[src/hdl/tstr_pkg.sv]
package tstr_pkg;

    localparam int MAX_ITEMS_DEF = 64;

    localparam int VALUE_W = 32;
    localparam int KEY_W   = VALUE_W + 1;   // order-mapped value, tag in the lsb
    localparam int RANK_W  = 8;
    localparam int GSIZE_W = 7;

    typedef logic [KEY_W-1:0] t_key;

    // per-cycle command from the sequencer to every cell of the chain
    typedef struct packed {
        logic insert_en;   // sort step plus tie-count relaxation
        logic shift_en;    // move contents one cell toward the head
    } t_cell_ctl;

    // signed value -> unsigned order, tag breaks ties (0 before 1)
    function automatic t_key make_key(input logic [VALUE_W-1:0] value, input logic tag);
        make_key = {~value[VALUE_W-1], value[VALUE_W-2:0], tag};
    endfunction

endpackage

[src/hdl/tstr_cell.sv]
module tstr_cell #(
    parameter int CNT_W = 7
) (
    input  logic                 i_clk,
    input  logic                 i_rst_n,
    input  tstr_pkg::t_cell_ctl  i_ctl,
    input  tstr_pkg::t_key       i_ins_key,
    input  logic                 i_ins_vld,
    input  tstr_pkg::t_key       i_nxt_key,
    input  logic                 i_nxt_vld,
    input  logic [CNT_W-1:0]     i_nxt_cnt,
    output tstr_pkg::t_key       o_key,
    output logic                 o_vld,
    output logic [CNT_W-1:0]     o_cnt,
    output tstr_pkg::t_key       o_pass_key,
    output logic                 o_pass_vld
);

    tstr_pkg::t_key   r_key, n_key;
    logic             r_vld, n_vld;
    logic [CNT_W-1:0] r_cnt, n_cnt;
    tstr_pkg::t_key   r_pass_key, n_pass_key;
    logic             r_pass_vld, n_pass_vld;
    logic             w_same;

    // same value as the next cell (tag ignored)
    assign w_same = r_vld && i_nxt_vld &&
                    (r_key[tstr_pkg::KEY_W-1:1] == i_nxt_key[tstr_pkg::KEY_W-1:1]);

    always_comb begin
        n_key      = r_key;
        n_vld      = r_vld;
        n_cnt      = r_cnt;
        n_pass_key = r_pass_key;
        n_pass_vld = 1'b0;
        if (i_ctl.shift_en) begin
            n_key = i_nxt_key;
            n_vld = i_nxt_vld;
            n_cnt = i_nxt_cnt;
        end else if (i_ctl.insert_en) begin
            // run length from here to the end of the tie group
            n_cnt = w_same ? (i_nxt_cnt + CNT_W'(1)) : CNT_W'(1);
            if (i_ins_vld) begin
                if (!r_vld) begin
                    n_key = i_ins_key;
                    n_vld = 1'b1;
                end else if (i_ins_key < r_key) begin
                    n_key      = i_ins_key;
                    n_pass_key = r_key;
                    n_pass_vld = 1'b1;
                end else begin
                    n_pass_key = i_ins_key;
                    n_pass_vld = 1'b1;
                end
            end
        end
    end

    always_ff @(posedge i_clk) begin
        if (!i_rst_n) begin
            r_vld      <= 1'b0;
            r_pass_vld <= 1'b0;
        end else begin
            r_vld      <= n_vld;
            r_pass_vld <= n_pass_vld;
        end
        r_key      <= n_key;
        r_cnt      <= n_cnt;
        r_pass_key <= n_pass_key;
    end

    assign o_key      = r_key;
    assign o_vld      = r_vld;
    assign o_cnt      = r_cnt;
    assign o_pass_key = r_pass_key;
    assign o_pass_vld = r_pass_vld;

endmodule

[config.mk]
export PLATFORM = sky130hd
export DESIGN_NAME = tstr_cell
export DESIGN_NICKNAME = d
export VERILOG_FILES = /design/src/hdl/tstr_pkg.sv /design/src/hdl/tstr_cell.sv
export SDC_FILE = /design/constraint.sdc
export NUM_CORES = 1
export LEC_CHECK = 0
export BUFFER_PORTS_ARGS = -buffer_cell sky130_fd_sc_hd__buf_2
export CORE_MARGIN = 5
export CORE_UTILIZATION = 40
export CTS_CLUSTER_SIZE = 20
export DETAILED_ROUTE_END_ITERATION = 10
export GPL_TIMING_DRIVEN = 0
export HOLD_SLACK_MARGIN = 0.1
export PLACE_DENSITY = 0.8
export SYNTH_ARGS = -nofsm -noshare
export SYNTH_HDL_FRONTEND = slang
export SYNTH_SLANG_ARGS = --single-unit
[constraint.sdc]
create_clock -name i_clk -period 3.7 [get_ports i_clk]
set_input_delay 0.74 -clock i_clk [delete_from_list [all_inputs] [get_ports i_clk]]
set_output_delay 0.74 -clock i_clk [all_outputs]
set_load 0.05 [all_outputs]
==> run_results.csv <==
group,metric,value,unit
drt,m1WireLength,5.03,mm
drt,met2_length,6.13,mm
drt,antenna_violating_nets_post_route,0,
sta,final-setup-viol-count,0,
synthesis,ys_warn_count,0,
cells_and_area,fin_util,51.0,%
drt,drt_first_iter_violations,165,
floorplan,dieArea,0.0132,mm2
synthesis,syn-num-nets,457,
hold_path,timing.hold.worst.class,"reg2reg",
sta,min_period_over_period,93.4,%
critical_path,critical_path_peak_fanout,33,
power,share_seq_of_total_power,46.3,%
power,power_after_layout,2.27,mW
sta,pins_over_slew_limit,0,
power,p_leak,2.38,nW
floorplan,chipHeight,115,um
drt,detail_route.vias_per_cell,5.09,
floorplan,dieWidth,115,um
grt,grt_first_pass_wirelength,18.5,mm
synthesis,syn_area,0.00439,mm2
synthesis,fraction_of_post_synthesis_cell_area_in_the_top_cell_type_by_area,49.9,%
power,internal_power,1.49,mW
critical_path,setup.worst_path.start_class,"input pin",
run_status,run_status,"finished, final reports clean",
sta,rsz0062_at_grt,"false",
placed_design,detailedPlacementHpwl,9.56,mm
grt,first_global_vias,3533,
power,combinationalPowerShare,28.9,%
synthesis,yosys-top-cells-area,"edfxtp_1 (50%), mux2_2 (16%), ha_1 (9.4%)",
floorplan,rows,38,
power,netSwitchingPower,0.777,mW
placed_design,io_buffers,152,
floorplan,start_util,40.7,%
sta,max_freq,290,MHz
synthesis,synth_cell_type_count,32,
cells_and_area,syn_to_final_growth,25.4,%
clocking,clockRootBuffer,"clkbuf_8",
synthesis,yosysSeqAreaShare,50.8,%
power,cellPowerDensity,412,mW/mm2
drt,route.met3.wl,851,um
drt,detail_route.drc_violations,0,
critical_path,timing.setup.critical_path_class,"in2reg",
synthesis,synth_top_area_cell,"edfxtp_1",
sta,final_period_minus_worst_setup_slack,3.45,ns
grt,grt_max_degree,35,
synthesis,average_cell_area_after_synthesis,12.7,um2
sta,setup_total_negative_slack,0,ns
clocking,worst_skew_pair.late_latency,0.35,ns
clocking,cts_hold_bufs,0,
power,power.share.switching,34.3,%
clocking,cts_tree,"built",
synthesis,synth_seq_cells,75,
critical_path,worstPathArrival,3.44,ns
cells_and_area,layout_common_cells,"buf_2 (152), edfxtp_1 (73), mux2_2 (64), inv_1 (35), ha_1 (33)",
grt,antenna_found_initial,0,
floorplan,core_area,0.0108,mm2
clocking,cts.sinks,75,
cells_and_area,insertedDiodeCount,0,
cells_and_area,final_net_count,620,
drt,wl,12.2,mm
critical_path,timing.critical_path.to_type,"flip-flop",
run,timing.max_cap.violations,0,
critical_path,worstPathRequired,3.69,ns
sta,maxSlewHeadroom,42.1,%
power,p_clk_share,24.8,%
clocking,tritoncts.num_buffers,9,
sta,max_slew.worst_pin.slew,0.869,ns
sta,fin_hold_ws,0.616,ns
clocking,cts_repair_resize_count,1,
drt,top_routing_layer_used,"met4",
placed_design,placer_congestion_estimate,0.922,
grt,total_global_routing_overflow,0,
power,vdd_drop_max,0.000201,V
cells_and_area,layout_commonest_cell,"buf_2",
drt,routed-via-count,3327,
drt,avgRoutedWirePerCell,18.7,um
clocking,cts_max_path_buffers,2,
synthesis,synthesis.instances,345,
floorplan,floorplan.io_pins,154,
clocking,clk_pin_slew,0.08,ns
clocking,htree_levels,3,
drt,first_pass_iters,4,
sta,final.setup_skew,0.0106,ns
grt,grt.total_usage,18.6,%
clocking,post_cts_buffers,0,
cells_and_area,layout-drive-gt1-share,46.4,%
sta,hold_viol_final,0,
stage by stage:
step / instance area [um2] / setup WS [ns] / cells
floorplan: 4390 / 0.00826 / 345
global placement: 5330 / -0.998 / 637
detailed placement: 5330 / -0.429 / 637
CTS: 5510 / 0.227 / 653
global route: 5510 / 0.129 / 653
finish: 5510 / 0.246 / 653
area by class of cell:
type	instances	area [um2]
timing repair buffer	152	761
fill	952	5290
clock inverter	7	45.0
tap	140	175
buffer	8	52.6
clock buffer	9	124
multi-input combinational	226	1980
sequential	75	2230
inverter	36	135
flip-flops by register name, indices dropped and copies added, names as in the netlist:
signal / cells
o_pass_key: 33
o_cnt: 7
o_key: 33
o_pass_vld: 1
o_vld: 1
metal layers:
metal	GRT usage [%]	vias to the layer above
met3	4.58	13
met2	32.1	114
met4	5.79	0
li1	-	1599
met1	22.9	1601
met5	0	-
synth_stat cells:
library cell	count
a21oi_1	18
o22ai_1	1
a21o_1	1
nand4_1	13
o21a_1	1
or2_2	1
nor3_1	3
clkbuf_1	4
mux2_1	1
xnor2_1	18
inv_1	35
edfxtp_1	73
ha_1	33
xor2_1	18
nor2_1	7
nand3_1	8
a211o_1	1
and2_1	2
mux2_2	64
buf_1	1
a31oi_1	2
and3_1	2
buf_6	3
a221o_1	1
dfxtp_1	2
o21ai_0	8
a221oi_4	1
o22a_1	1
nand2_1	13
a211oi_1	2
nor4_1	6
clkinv_1	1
cell families after synthesis:
logic type	synth area share (%)
XOR/XNOR	7.18
buffers and inverters	4.27
AO/OA/AOI/OAI	5.30
flip-flops	50.8
adder cells (fa/ha/maj)	9.40
AND/OR/NAND/NOR	6.38
multiplexers	16.7
power by group through the flow:
stage               registers (mW)  clock network [mW]  logic, mW
floorplan                     1.23                   0      0.286
global placement              1.07                   0      0.636
detailed placement            1.07                   0      0.656
CTS                           1.05               0.582      0.662
global route                  1.06               0.620      0.708
finish                        1.05               0.561      0.656
worst paths after layout:
| check | depth (start not counted) | slack [ns] | startpoint | to |
|---|---|---|---|---|
| worst max-delay path | 9 | 0.25 | i_ins_key[6] | o_key[10] |
| worst min-delay path | 2 | 0.62 | o_vld | o_vld |
| worst max register to register | 9 | 0.26 | o_key[6] | o_key[10] |
| worst min register to register | 2 | 0.62 | o_vld | o_vld |
critical path, stage by stage:
cell and delay, ns:
buf_2 0.11, ha_1 0.31, a21oi_1 0.15, o21ai_0 0.13, a221o_1 0.38, a211o_1 0.28, a221oi_4 0.57, buf_6 0.25
o22a_4 0.51
Power figures use the tool's default switching activity.
